<file path="config.mk">
export PLATFORM = sky130hd
export DESIGN_NAME = banded_step_voltage_trim_loop_unit
export DESIGN_NICKNAME = d
export VERILOG_FILES = /design/src/rtl/bsvtl_pkg.sv /design/src/rtl/banded_step_voltage_trim_loop_unit.sv
export VERILOG_INCLUDE_DIRS = /design/src /design/src/rtl
export SDC_FILE = /design/constraint.sdc
export NUM_CORES = 2
export LEC_CHECK = 0
export BUFFER_PORTS_ARGS = -buffer_cell sky130_fd_sc_hd__buf_2
export CAP_MARGIN = 20
export CORE_AREA = 2 2 311 313
export CTS_CLUSTER_DIAMETER = 50
export CTS_CLUSTER_SIZE = 20
export DETAILED_ROUTE_END_ITERATION = 16
export DIE_AREA = 0 0 313 315
export PLACE_DENSITY = 0.63
export SYNTH_ARGS = -nofsm -noshare
export SYNTH_HDL_FRONTEND = slang
export SYNTH_SLANG_ARGS = --single-unit
</file>
<file path="constraint.sdc">
create_clock -name clock -period 29.2 [get_ports clock]
set_input_delay 2.92 -clock clock [delete_from_list [all_inputs] [get_ports clock]]
set_output_delay 2.92 -clock clock [all_outputs]
set_load 0.05 [all_outputs]
</file>
<file path="src/rtl/banded_step_voltage_trim_loop_unit_defines.svh">
// Assertion macros for the trim loop unit.
`ifndef BANDED_STEP_VOLTAGE_TRIM_LOOP_UNIT_DEFINES_SVH
`define BANDED_STEP_VOLTAGE_TRIM_LOOP_UNIT_DEFINES_SVH

// same-cycle implication
`define BSVTL_ASSERT_IMP(name, clk, rst, ante, cons) \
   name: assert property (@(posedge clk) disable iff (rst) (ante) |-> (cons)) \
      else $error("assertion failed");

// next-cycle implication
`define BSVTL_ASSERT_NXT(name, clk, rst, ante, cons) \
   name: assert property (@(posedge clk) disable iff (rst) (ante) |=> (cons)) \
      else $error("assertion failed");

`endif

</file>
<file path="src/rtl/bsvtl_pkg.sv">
package bsvtl_pkg;

   localparam int DAC_BITS    = 12;
   localparam int OFFSET_BITS = 18;

   localparam logic [DAC_BITS-1:0] CODE_MAX = '1;

   // shared multiplier
   localparam int MUL_W  = 28;
   localparam int PROD_W = 2 * MUL_W;

   // feed-forward datapath widths
   localparam int MAG_W   = 28;
   localparam int SQ_W    = 2 * MAG_W - 16;
   localparam int SQ_LO_W = SQ_W / 2;
   localparam int QP_W    = 36;
   localparam int QACC_W  = QP_W + SQ_LO_W + 1;
   localparam int B_W     = QACC_W - 32;
   localparam int GP_W    = 46;
   localparam int A_W     = GP_W + 1 - 16;
   localparam int SUM_W   = (OFFSET_BITS + 14 > 32) ? OFFSET_BITS + 14 : 32;
   localparam int HI_W    = SUM_W - 17;

   localparam logic [MAG_W-1:0] FF_LIN_BASE  = 28'd260835274;
   localparam logic [MUL_W-1:0] FF_LIN_SLOPE = 28'd8090;
   localparam logic [MUL_W-1:0] FF_GAIN      = 28'd66558;
   localparam logic [MUL_W-1:0] FF_QUAD      = 28'd42950;
   localparam logic signed [SUM_W-1:0] FF_BIAS = SUM_W'(425643);

   // configuration
   localparam int CSR_IDX_W  = 2;
   localparam int CSR_DATA_W = 10;

   localparam logic [CSR_IDX_W-1:0] CSR_BAND_WIDTH = 2'd0;
   localparam logic [CSR_IDX_W-1:0] CSR_STEP_SIZE  = 2'd1;
   localparam logic [CSR_IDX_W-1:0] CSR_DEADBAND   = 2'd2;

   localparam logic [9:0] BAND_WIDTH_RESET = 10'd80;
   localparam logic [7:0] STEP_SIZE_RESET  = 8'd8;
   localparam logic [6:0] DEADBAND_RESET   = 7'd1;

   typedef struct packed {
      logic [DAC_BITS-1:0] code;
      logic                sat;
      logic                upd;
   } result_type;

endpackage

</file>
<file path="src/rtl/banded_step_voltage_trim_loop_unit.sv">
// Voltage trim loop with banded steps. Each request word carries a target and a
// measured voltage in mV; one response word follows with the DAC code and two flags.
// A request with differing voltages reaches the response register after the five
// products that go one after another through the single 28x28 multiplier (linear
// map, square, gain, two halves of the quadratic term) and the add and clamp steps;
// a request with equal voltages goes straight from acceptance to the done state.
// req_tready is high only while the sequencer is idle, which it re-enters on the
// edge that loads the response register, so a new request is taken only after the
// last one's response has been loaded. A finished response waits in its output
// register while the next request is taken; a second finished response holds the
// sequencer until the first is taken, which lengthens the interval between requests.
// Configuration writes are taken at any time but are meant for idle periods.
`include "banded_step_voltage_trim_loop_unit_defines.svh"

module banded_step_voltage_trim_loop_unit
   import bsvtl_pkg::*;
(
   input  logic                  clock,
   input  logic                  reset,
   input  logic                  csr_we,
   input  logic [CSR_IDX_W-1:0]  csr_addr,
   input  logic [CSR_DATA_W-1:0] csr_wdata,
   input  logic                  req_tvalid,
   output logic                  req_tready,
   input  logic [31:0]           req_tdata,   // target_mv[14:0], measured_mv[30:15]
   output logic                  rsp_tvalid,
   input  logic                  rsp_tready,
   output logic [15:0]           rsp_tdata,   // dac_code[DAC_BITS-1:0]
   output logic [1:0]            rsp_tuser    // saturated[0], updated[1]
);

   localparam logic [3:0] ST_IDLE = 4'd0;
   localparam logic [3:0] ST_LIN  = 4'd1;
   localparam logic [3:0] ST_MAG  = 4'd2;
   localparam logic [3:0] ST_SQ   = 4'd3;
   localparam logic [3:0] ST_GAIN = 4'd4;
   localparam logic [3:0] ST_QLO  = 4'd5;
   localparam logic [3:0] ST_QHI  = 4'd6;
   localparam logic [3:0] ST_QSUM = 4'd7;
   localparam logic [3:0] ST_FF   = 4'd8;
   localparam logic [3:0] ST_SUM  = 4'd9;
   localparam logic [3:0] ST_DONE = 4'd10;

   logic [3:0]                    state_ff, state_in;
   logic [9:0]                    band_width_ff;
   logic [7:0]                    step_size_ff;
   logic [6:0]                    deadband_ff;
   logic signed [OFFSET_BITS-1:0] trim_offset_ff;
   logic [DAC_BITS-1:0]           last_code_ff;

   logic [14:0]                   target_ff;
   logic [15:0]                   measured_ff;
   logic [2:0]                    steps_ff;
   logic                          neg_ff;
   logic [MAG_W-1:0]              mag_ff;
   logic [PROD_W-1:0]             prod_ff;
   logic [SQ_W-1:0]               sq_ff;
   logic signed [A_W-1:0]         a_ff;
   logic [QP_W-1:0]               qlo_ff;
   logic [B_W-1:0]                b_ff;
   logic signed [SUM_W-1:0]       ff_ff;
   result_type                    res_ff;
   logic                          rsp_valid_ff;
   result_type                    rsp_res_ff;

   logic [MUL_W-1:0]              mul_a, mul_b;
   logic                          req_fire, out_free;

   assign req_tready = (state_ff == ST_IDLE);
   assign req_fire   = req_tvalid && req_tready;
   assign out_free   = !rsp_valid_ff || rsp_tready;

   assign rsp_tvalid = rsp_valid_ff;
   assign rsp_tdata  = {{(16 - DAC_BITS){1'b0}}, rsp_res_ff.code};
   assign rsp_tuser  = {rsp_res_ff.upd, rsp_res_ff.sat};

   // band selection
   logic [9:0]  w_eff;
   logic [15:0] err, w5, w6, w7, w8;
   logic [2:0]  steps_c;

   always_comb begin
      w_eff = (band_width_ff == 10'd0) ? 10'd1 : band_width_ff;
      w8    = {3'b0, w_eff, 3'b0};
      w7    = w8 - {6'b0, w_eff};
      w6    = {4'b0, w_eff, 2'b0} + {5'b0, w_eff, 1'b0};
      w5    = {4'b0, w_eff, 2'b0} + {6'b0, w_eff};
      err   = ({1'b0, target_ff} > measured_ff) ? {1'b0, target_ff} - measured_ff
                                                : measured_ff - {1'b0, target_ff};
      if (err < {9'b0, deadband_ff} || err > w8) begin
         steps_c = 3'd0;
      end else if (err > w7) begin
         steps_c = 3'd4;
      end else if (err > w6) begin
         steps_c = 3'd3;
      end else if (err > w5) begin
         steps_c = 3'd2;
      end else begin
         steps_c = 3'd1;
      end
   end

   // trim offset update
   logic [10:0]                   delta;
   logic signed [OFFSET_BITS:0]   off_wide;
   logic signed [OFFSET_BITS-1:0] off_next;

   always_comb begin
      case (steps_ff)
         3'd1:    delta = {3'b0, step_size_ff};
         3'd2:    delta = {2'b0, step_size_ff, 1'b0};
         3'd3:    delta = {2'b0, step_size_ff, 1'b0} + {3'b0, step_size_ff};
         3'd4:    delta = {1'b0, step_size_ff, 2'b0};
         default: delta = 11'd0;
      endcase
      if ({1'b0, target_ff} > measured_ff) begin
         off_wide = {trim_offset_ff[OFFSET_BITS-1], trim_offset_ff}
                  - $signed({{(OFFSET_BITS - 10){1'b0}}, delta});
      end else begin
         off_wide = {trim_offset_ff[OFFSET_BITS-1], trim_offset_ff}
                  + $signed({{(OFFSET_BITS - 10){1'b0}}, delta});
      end
      if (off_wide[OFFSET_BITS] != off_wide[OFFSET_BITS-1]) begin
         off_next = off_wide[OFFSET_BITS] ? {1'b1, {(OFFSET_BITS - 1){1'b0}}}
                                          : {1'b0, {(OFFSET_BITS - 1){1'b1}}};
      end else begin
         off_next = off_wide[OFFSET_BITS-1:0];
      end
   end

   // shared multiplier operand select
   always_comb begin
      case (state_ff)
         ST_LIN: begin
            mul_a = {{(MUL_W - 15){1'b0}}, target_ff};
            mul_b = FF_LIN_SLOPE;
         end
         ST_SQ: begin
            mul_a = mag_ff;
            mul_b = mag_ff;
         end
         ST_GAIN: begin
            mul_a = mag_ff;
            mul_b = FF_GAIN;
         end
         ST_QLO: begin
            mul_a = {{(MUL_W - SQ_LO_W){1'b0}}, sq_ff[SQ_LO_W-1:0]};
            mul_b = FF_QUAD;
         end
         ST_QHI: begin
            mul_a = {{(MUL_W - (SQ_W - SQ_LO_W)){1'b0}}, sq_ff[SQ_W-1:SQ_LO_W]};
            mul_b = FF_QUAD;
         end
         default: begin
            mul_a = '0;
            mul_b = '0;
         end
      endcase
   end

   // datapath steps
   logic signed [GP_W:0]      a_full;
   logic [QACC_W-1:0]         qacc;
   logic signed [SUM_W-1:0]   ff_c, sum_c;
   logic [HI_W-1:0]           sum_hi;
   result_type                calc_res;

   always_comb begin
      a_full = neg_ff ? -$signed({1'b0, prod_ff[GP_W-1:0]})
                      : $signed({1'b0, prod_ff[GP_W-1:0]});
      qacc   = {{(QACC_W - QP_W){1'b0}}, qlo_ff}
             + {1'b0, prod_ff[QP_W-1:0], {SQ_LO_W{1'b0}}};
      ff_c   = {{(SUM_W - A_W){a_ff[A_W-1]}}, a_ff}
             - $signed({{(SUM_W - B_W){1'b0}}, b_ff}) - FF_BIAS;
      sum_c  = ff_ff + $signed({{(SUM_W - OFFSET_BITS - 12){trim_offset_ff[OFFSET_BITS-1]}},
                                trim_offset_ff, 12'b0});
      sum_hi = sum_c[SUM_W-2:16];
      calc_res.upd = 1'b1;
      if (sum_c[SUM_W-1]) begin
         calc_res.code = '0;
         calc_res.sat  = 1'b1;
      end else if ({{DAC_BITS{1'b0}}, sum_hi} > {{HI_W{1'b0}}, CODE_MAX}) begin
         calc_res.code = CODE_MAX;
         calc_res.sat  = 1'b1;
      end else begin
         calc_res.code = sum_hi[DAC_BITS-1:0];
         calc_res.sat  = 1'b0;
      end
   end

   // sequencer
   always_comb begin
      state_in = state_ff;
      case (state_ff)
         ST_IDLE: begin
            if (req_fire) begin
               state_in = (req_tdata[14:0] == req_tdata[30:15]) ? ST_DONE : ST_LIN;
            end
         end
         ST_LIN:  state_in = ST_MAG;
         ST_MAG:  state_in = ST_SQ;
         ST_SQ:   state_in = ST_GAIN;
         ST_GAIN: state_in = ST_QLO;
         ST_QLO:  state_in = ST_QHI;
         ST_QHI:  state_in = ST_QSUM;
         ST_QSUM: state_in = ST_FF;
         ST_FF:   state_in = ST_SUM;
         ST_SUM:  state_in = ST_DONE;
         ST_DONE: begin
            if (out_free) begin
               state_in = ST_IDLE;
            end
         end
         default: state_in = ST_IDLE;
      endcase
   end

   always_ff @(posedge clock) begin
      if (reset) begin
         state_ff       <= ST_IDLE;
         band_width_ff  <= BAND_WIDTH_RESET;
         step_size_ff   <= STEP_SIZE_RESET;
         deadband_ff    <= DEADBAND_RESET;
         trim_offset_ff <= '0;
         last_code_ff   <= '0;
         rsp_valid_ff   <= 1'b0;
      end else begin
         state_ff <= state_in;
         if (csr_we) begin
            case (csr_addr)
               CSR_BAND_WIDTH: band_width_ff <= csr_wdata;
               CSR_STEP_SIZE:  step_size_ff  <= csr_wdata[7:0];
               CSR_DEADBAND:   deadband_ff   <= csr_wdata[6:0];
               default: ;
            endcase
         end
         if (state_ff == ST_MAG) begin
            trim_offset_ff <= off_next;
         end
         if (state_ff == ST_DONE && out_free) begin
            rsp_valid_ff <= 1'b1;
            last_code_ff <= res_ff.code;
         end else if (rsp_tready) begin
            rsp_valid_ff <= 1'b0;
         end
      end
   end

   // payload registers
   always_ff @(posedge clock) begin
      prod_ff <= mul_a * mul_b;
      if (req_fire) begin
         target_ff   <= req_tdata[14:0];
         measured_ff <= req_tdata[30:15];
         res_ff      <= '{code: last_code_ff, sat: 1'b0, upd: 1'b0};
      end
      case (state_ff)
         ST_LIN: steps_ff <= steps_c;
         ST_MAG: begin
            if (prod_ff[MAG_W-1:0] <= FF_LIN_BASE) begin
               mag_ff <= FF_LIN_BASE - prod_ff[MAG_W-1:0];
               neg_ff <= 1'b0;
            end else begin
               mag_ff <= prod_ff[MAG_W-1:0] - FF_LIN_BASE;
               neg_ff <= 1'b1;
            end
         end
         ST_GAIN: sq_ff  <= prod_ff[SQ_W+15:16];
         ST_QLO:  a_ff   <= a_full[GP_W:16];
         ST_QHI:  qlo_ff <= prod_ff[QP_W-1:0];
         ST_QSUM: b_ff   <= qacc[QACC_W-1:32];
         ST_FF:   ff_ff  <= ff_c;
         ST_SUM:  res_ff <= calc_res;
         default: ;
      endcase
      if (state_ff == ST_DONE && out_free) begin
         rsp_res_ff <= res_ff;
      end
   end

   `BSVTL_ASSERT_IMP(a_out_matches_last, clock, reset, rsp_valid_ff,
                     rsp_res_ff.code == last_code_ff)
   `BSVTL_ASSERT_IMP(a_sat_at_rail, clock, reset, rsp_valid_ff && rsp_res_ff.sat,
                     rsp_res_ff.code == '0 || rsp_res_ff.code == CODE_MAX)
   `BSVTL_ASSERT_NXT(a_trim_only_in_update, clock, reset, state_ff != ST_MAG,
                     $stable(trim_offset_ff))

endmodule
</file>
==> tab_implementation.tex <==
\begin{tabular}{lr}
\hline
Metric & Value \\
\hline
\multicolumn{2}{l}{\textbf{Final layout}} \\
\quad Layout overhead on the synthesized area & 6.53\% \\
\quad Share of layout cells above drive strength 1 & 0.0523 \\
\quad Nets@finish & 6284 \\
\quad Final instance area & 0.0494 mm\^{}2 \\
\quad Antenna diodes & 0 \\
\quad Number of standard cells in the final layout excluding fillers & 6418 \\
\multicolumn{2}{l}{\textbf{Die}} \\
\quad Floorplan die width & 313 um \\
\quad Floorplan die area & 0.0986 mm\^{}2 \\
\quad Initial core utilization & 0.485 \\
\quad Floorplan die height & 315 um \\
\quad I/O pins & 69 \\
\quad Number of standard-cell rows in the floorplan & 114 \\
\quad Floorplan core area & 0.0957 mm\^{}2 \\
\multicolumn{2}{l}{\textbf{Logic synthesis}} \\
\quad Count of unique library cells instantiated by Yosys & 94 \\
\quad Proportion of register bits with asynchronous set or reset after synthesis & 0 \\
\quad Count of yosys warnings during synthesis & 0 \\
\quad Synthesis-stage register bit count & 339 \\
\quad Post-synth EDFFs & 222 \\
\quad Netlist area before placement & 0.0464 mm\^{}2 \\
\quad Most common flop cell mapped by yosys & sky130\_fd\_sc\_hd\_\_edfxtp\_1 \\
\quad Mean cell area of the mapped netlist & 9.01 um\^{}2 \\
\quad Seq/Total Area, Yosys & 0.194 \\
\quad Cells after synthesis & 5149 \\
\multicolumn{2}{l}{\textbf{Power}} \\
\quad Switching share of power & 0.406 \\
\quad Power spent charging and discharging nets & 738 uW \\
\quad Part of the power in combinational logic & 0.383 \\
\quad Internal portion of total power & 1.08 mW \\
\quad Relative contribution of the clock network to total power & 0.262 \\
\quad Static Leakage & 24.0 nW \\
\quad Seq pwr share & 0.355 \\
\quad Worst voltage drop across the vdd grid & 0.0392 mV \\
\quad P per Cell Area & 36.8 mW/mm\^{}2 \\
\multicolumn{2}{l}{\textbf{Clock tree}} \\
\quad Setup Buffers After CTS & 0 \\
\quad Cts bufs inserted & 35 \\
\quad Post-CTS Resized & 0 \\
\quad Clk pin slew, worst setup/hold paths & 0.08 ns \\
\quad Clk root buf & sky130\_fd\_sc\_hd\_\_clkbuf\_16 \\
\quad Maximum level of the CTS H-tree & 2 \\
\quad CTS Buffer Depth & 3 \\
\quad Clock Sink Count & 339 \\
\quad Clock tree from TritonCTS & done \\
\quad Clock insertion delay at the later pin of the skew report & 0.59 ns \\
\quad Number of buffers added to fix hold violations after cts & 0 \\
\multicolumn{2}{l}{\textbf{GRT}} \\
\quad Initial antenna violation count & 0 \\
\quad GR Overflow Total & 0 \\
\quad Met3 track utilization from global routing & 0.0497 \\
\quad Global-route met1 utilization & 0.363 \\
\quad Global-route total usage across every layer & 0.275 \\
\quad Most crowded layer after global routing & met2 \\
\quad Via count of the first global-routing pass & 36300 \\
\quad Maximum number of pins on one net before global-route repair & 61 \\
\quad Global-route wire length before repair & 208000 um \\
\quad Routing usage on met2 & 0.452 \\
\multicolumn{2}{l}{\textbf{Place}} \\
\quad Cell count after placement & 6351 \\
\quad Placement-stage cell area & 0.0481 mm\^{}2 \\
\quad Port buffer count & 63 \\
\quad Estimated wirelength of the detail-placed design & 105000 um \\
\quad RePlAce Congestion & 0.957 \\
\multicolumn{2}{l}{\textbf{STA}} \\
\quad Final cycle utilization of the critical path & 0.382 \\
\quad Max Clock Freq & 0.0897 GHz \\
\quad Minimum clock period after layout & 11.15 ns \\
\quad RSZ-0062 raised after global routing & false \\
\quad Measured slew at the worst slew-check pin & 1.19 ns \\
\quad Total count of max-transition violations in the final report & 0 \\
\quad Sum of negative setup slack & 0 ns \\
\quad Worst rel slew slack & 0.204 \\
\quad Worst-case hold slack & 0.407 ns \\
\quad Fin. Hold Viols & 0 \\
\quad Worst clock skew & 0.0401 ns \\
\quad Count of final setup violators & 0 \\
\multicolumn{2}{l}{\textbf{Critical path}} \\
\quad Kind of cell adding the most delay to the critical path & adder cells \\
\quad Critical path peak fanout & 36 \\
\quad Buffers and inverters on the worst path & 8 \\
\quad Data arrival time of the worst path & 11.62 ns \\
\quad Cell type with the highest occurrence count on the critical path & sky130\_fd\_sc\_hd\_\_fa\_1 \\
\quad Kind of end point of the critical path & flop \\
\quad Slowest library cell on the worst path & sky130\_fd\_sc\_hd\_\_a2111oi\_0 \\
\quad Worst Setup Path Type & reg2reg \\
\quad Data required time at the worst endpoint & 29.67 ns \\
\quad Startpoint kind of the worst setup timing path & flop \\
\quad Largest stage delay on the critical path & 0.81 ns \\
\multicolumn{2}{l}{\textbf{Drt}} \\
\quad DRT Wirelength & 133000 um \\
\quad Residual DRC count & 0 \\
\quad Number of iterations in the first detailed-routing pass & 6 \\
\quad Drt first-iter violations & 2774 \\
\quad Mean routed wirelength per cell & 20.7 um \\
\quad Via Count & 35500 \\
\quad Remaining number of nets flagged by the antenna check after routing & 0 \\
\quad Routed vias/inst & 5.53 \\
\multicolumn{2}{l}{\textbf{Hold path}} \\
\quad Hold/Removal Path Class & reg2reg \\
\multicolumn{2}{l}{\textbf{Flow run}} \\
\quad Number of violations of the max-capacitance limit & 0 \\
\multicolumn{2}{l}{\textbf{Status}} \\
\quad Outcome & finished, final reports clean \\
\hline
\end{tabular}
-- final timing paths --
check,cells past startpoint,slack (ns),startpoint,endpoint
min reg2reg,0,0.41,prod_ff[52]$_DFF_P_,sq_ff[36]$_DFFE_PN_
max,31,18.05,state_ff[0]$_SDFFE_PP0P_,prod_ff[54]$_DFF_P_
min,0,0.41,prod_ff[52]$_DFF_P_,sq_ff[36]$_DFFE_PN_
max reg2reg,31,18.05,state_ff[0]$_SDFFE_PP0P_,prod_ff[54]$_DFF_P_
-- cells by family after synthesis --
group,share of synthesized area
buffers and inverters,0.102
AND/OR/NAND/NOR,0.138
flip-flops,0.194
adder cells (fa/ha/maj),0.416
other,0.0000808
XOR/XNOR,0.0454
AO/OA/AOI/OAI,0.0976
multiplexers,0.00685
-- registers in the layout, indices dropped and copies added (netlist names), 14 cells and up --
signal,flops
measured_ff,16
a_ff,31
target_ff,15
sq_ff,40
qlo_ff,16
ff_ff,20
b_ff,25
prod_ff,56
trim_offset_ff,18
res_ff,14
mag_ff,28
-- layout by cell type (no fill, tap or decap), types with 41 or more instances in the layout --
cell,Yosys,final
sky130_fd_sc_hd__xor2_1,88,88
sky130_fd_sc_hd__o21ai_0,122,121
sky130_fd_sc_hd__o21a_1,50,50
sky130_fd_sc_hd__buf_4,7,76
sky130_fd_sc_hd__a21oi_1,204,204
sky130_fd_sc_hd__buf_2,6,63
sky130_fd_sc_hd__inv_1,1036,1033
sky130_fd_sc_hd__nand3_1,41,41
sky130_fd_sc_hd__xnor2_1,146,146
sky130_fd_sc_hd__ha_1,440,440
sky130_fd_sc_hd__a21o_1,70,70
sky130_fd_sc_hd__nand2_1,645,645
sky130_fd_sc_hd__nor2_1,463,459
sky130_fd_sc_hd__fa_1,680,680
sky130_fd_sc_hd__dfxtp_1,117,117
sky130_fd_sc_hd__edfxtp_1,222,222
-- layout make-up --
type | count | area (um^2)
fill | 8936 | 46300
multi-input combinational | 3557 | 32700
sequential | 339 | 9010
inverter | 1039 | 3900
tap | 1276 | 1600
timing repair buffer | 143 | 963
clock buffer | 38 | 918
clock inverter | 26 | 314
-- synth_stat cells, types with 8 or more instances --
master / number / area [um^2]
sky130_fd_sc_hd__inv_1: 1036 / 3890
sky130_fd_sc_hd__fa_1: 680 / 13600
sky130_fd_sc_hd__nand2_1: 645 / 2420
sky130_fd_sc_hd__nor2_1: 463 / 1740
sky130_fd_sc_hd__ha_1: 440 / 5510
sky130_fd_sc_hd__edfxtp_1: 222 / 6670
sky130_fd_sc_hd__a21oi_1: 204 / 1020
sky130_fd_sc_hd__clkbuf_1: 187 / 702
sky130_fd_sc_hd__xnor2_1: 146 / 1280
sky130_fd_sc_hd__o21ai_0: 122 / 611
sky130_fd_sc_hd__dfxtp_1: 117 / 2340
sky130_fd_sc_hd__xor2_1: 88 / 771
sky130_fd_sc_hd__a21o_1: 70 / 526
sky130_fd_sc_hd__o21a_1: 50 / 375
sky130_fd_sc_hd__nand3_1: 41 / 205
sky130_fd_sc_hd__and3_1: 40 / 250
sky130_fd_sc_hd__nor2b_1: 37 / 231
sky130_fd_sc_hd__nor3_1: 35 / 175
sky130_fd_sc_hd__a211oi_1: 33 / 248
sky130_fd_sc_hd__and2_1: 32 / 200
sky130_fd_sc_hd__nand4_1: 31 / 194
sky130_fd_sc_hd__o21bai_1: 29 / 218
sky130_fd_sc_hd__nand2b_1: 28 / 175
sky130_fd_sc_hd__mux2i_1: 25 / 250
sky130_fd_sc_hd__or2_2: 19 / 119
sky130_fd_sc_hd__a211o_1: 17 / 149
sky130_fd_sc_hd__a31oi_1: 17 / 106
sky130_fd_sc_hd__and4_1: 17 / 149
sky130_fd_sc_hd__a22oi_1: 16 / 120
sky130_fd_sc_hd__buf_1: 16 / 60.1
sky130_fd_sc_hd__maj3_1: 16 / 160
sky130_fd_sc_hd__or4_1: 16 / 120
sky130_fd_sc_hd__o31ai_1: 15 / 113
sky130_fd_sc_hd__nor4_1: 14 / 87.6
sky130_fd_sc_hd__or3_1: 13 / 81.3
sky130_fd_sc_hd__a2111oi_0: 11 / 96.3
sky130_fd_sc_hd__a32o_1: 10 / 100
sky130_fd_sc_hd__o211ai_1: 9 / 67.6
sky130_fd_sc_hd__o22ai_1: 8 / 50.1
-- worst register-to-register path: cells and delay by family, from the launching register on --
family	cells	cell delay, ns
DFF	1	0.73
AOI/OAI and AO/OA	8	3.21
adders and majority gates	8	4.08
and+or+nand+nor	7	1.57
buffers and inverters	8	1.46
-- metrics by stage --
step	util	total power, mW	setup WS, ns
after detailed placement	0.503	1.34	18.16
after global routing	0.516	1.92	17.63
after CTS	0.516	1.82	18.15
after floorplan	-	1.10	19.93
final	0.516	1.82	18.05
after global placement	0.503	1.33	18.09
-- per-layer routing --
metal  wire length (um)  vias to the layer above
met3              12000                      318
met4               6260                        0
met5                  0                        -
met2              60800                     1457
li1                   -                    16200
met1              53700                    17500
-- power groups by stage --
stage          Combinational, mW  Sequential [mW]  Clock, mW
2_1_floorplan              0.502            0.596          0
3_3_place_gp               0.677            0.652          0
3_5_place_dp               0.684            0.652          0
4_1_cts                    0.690            0.641      0.485
5_1_grt                    0.773            0.647      0.502
6_report                   0.697            0.644      0.476
No activity file was read; power rests on OpenSTA's default activity.
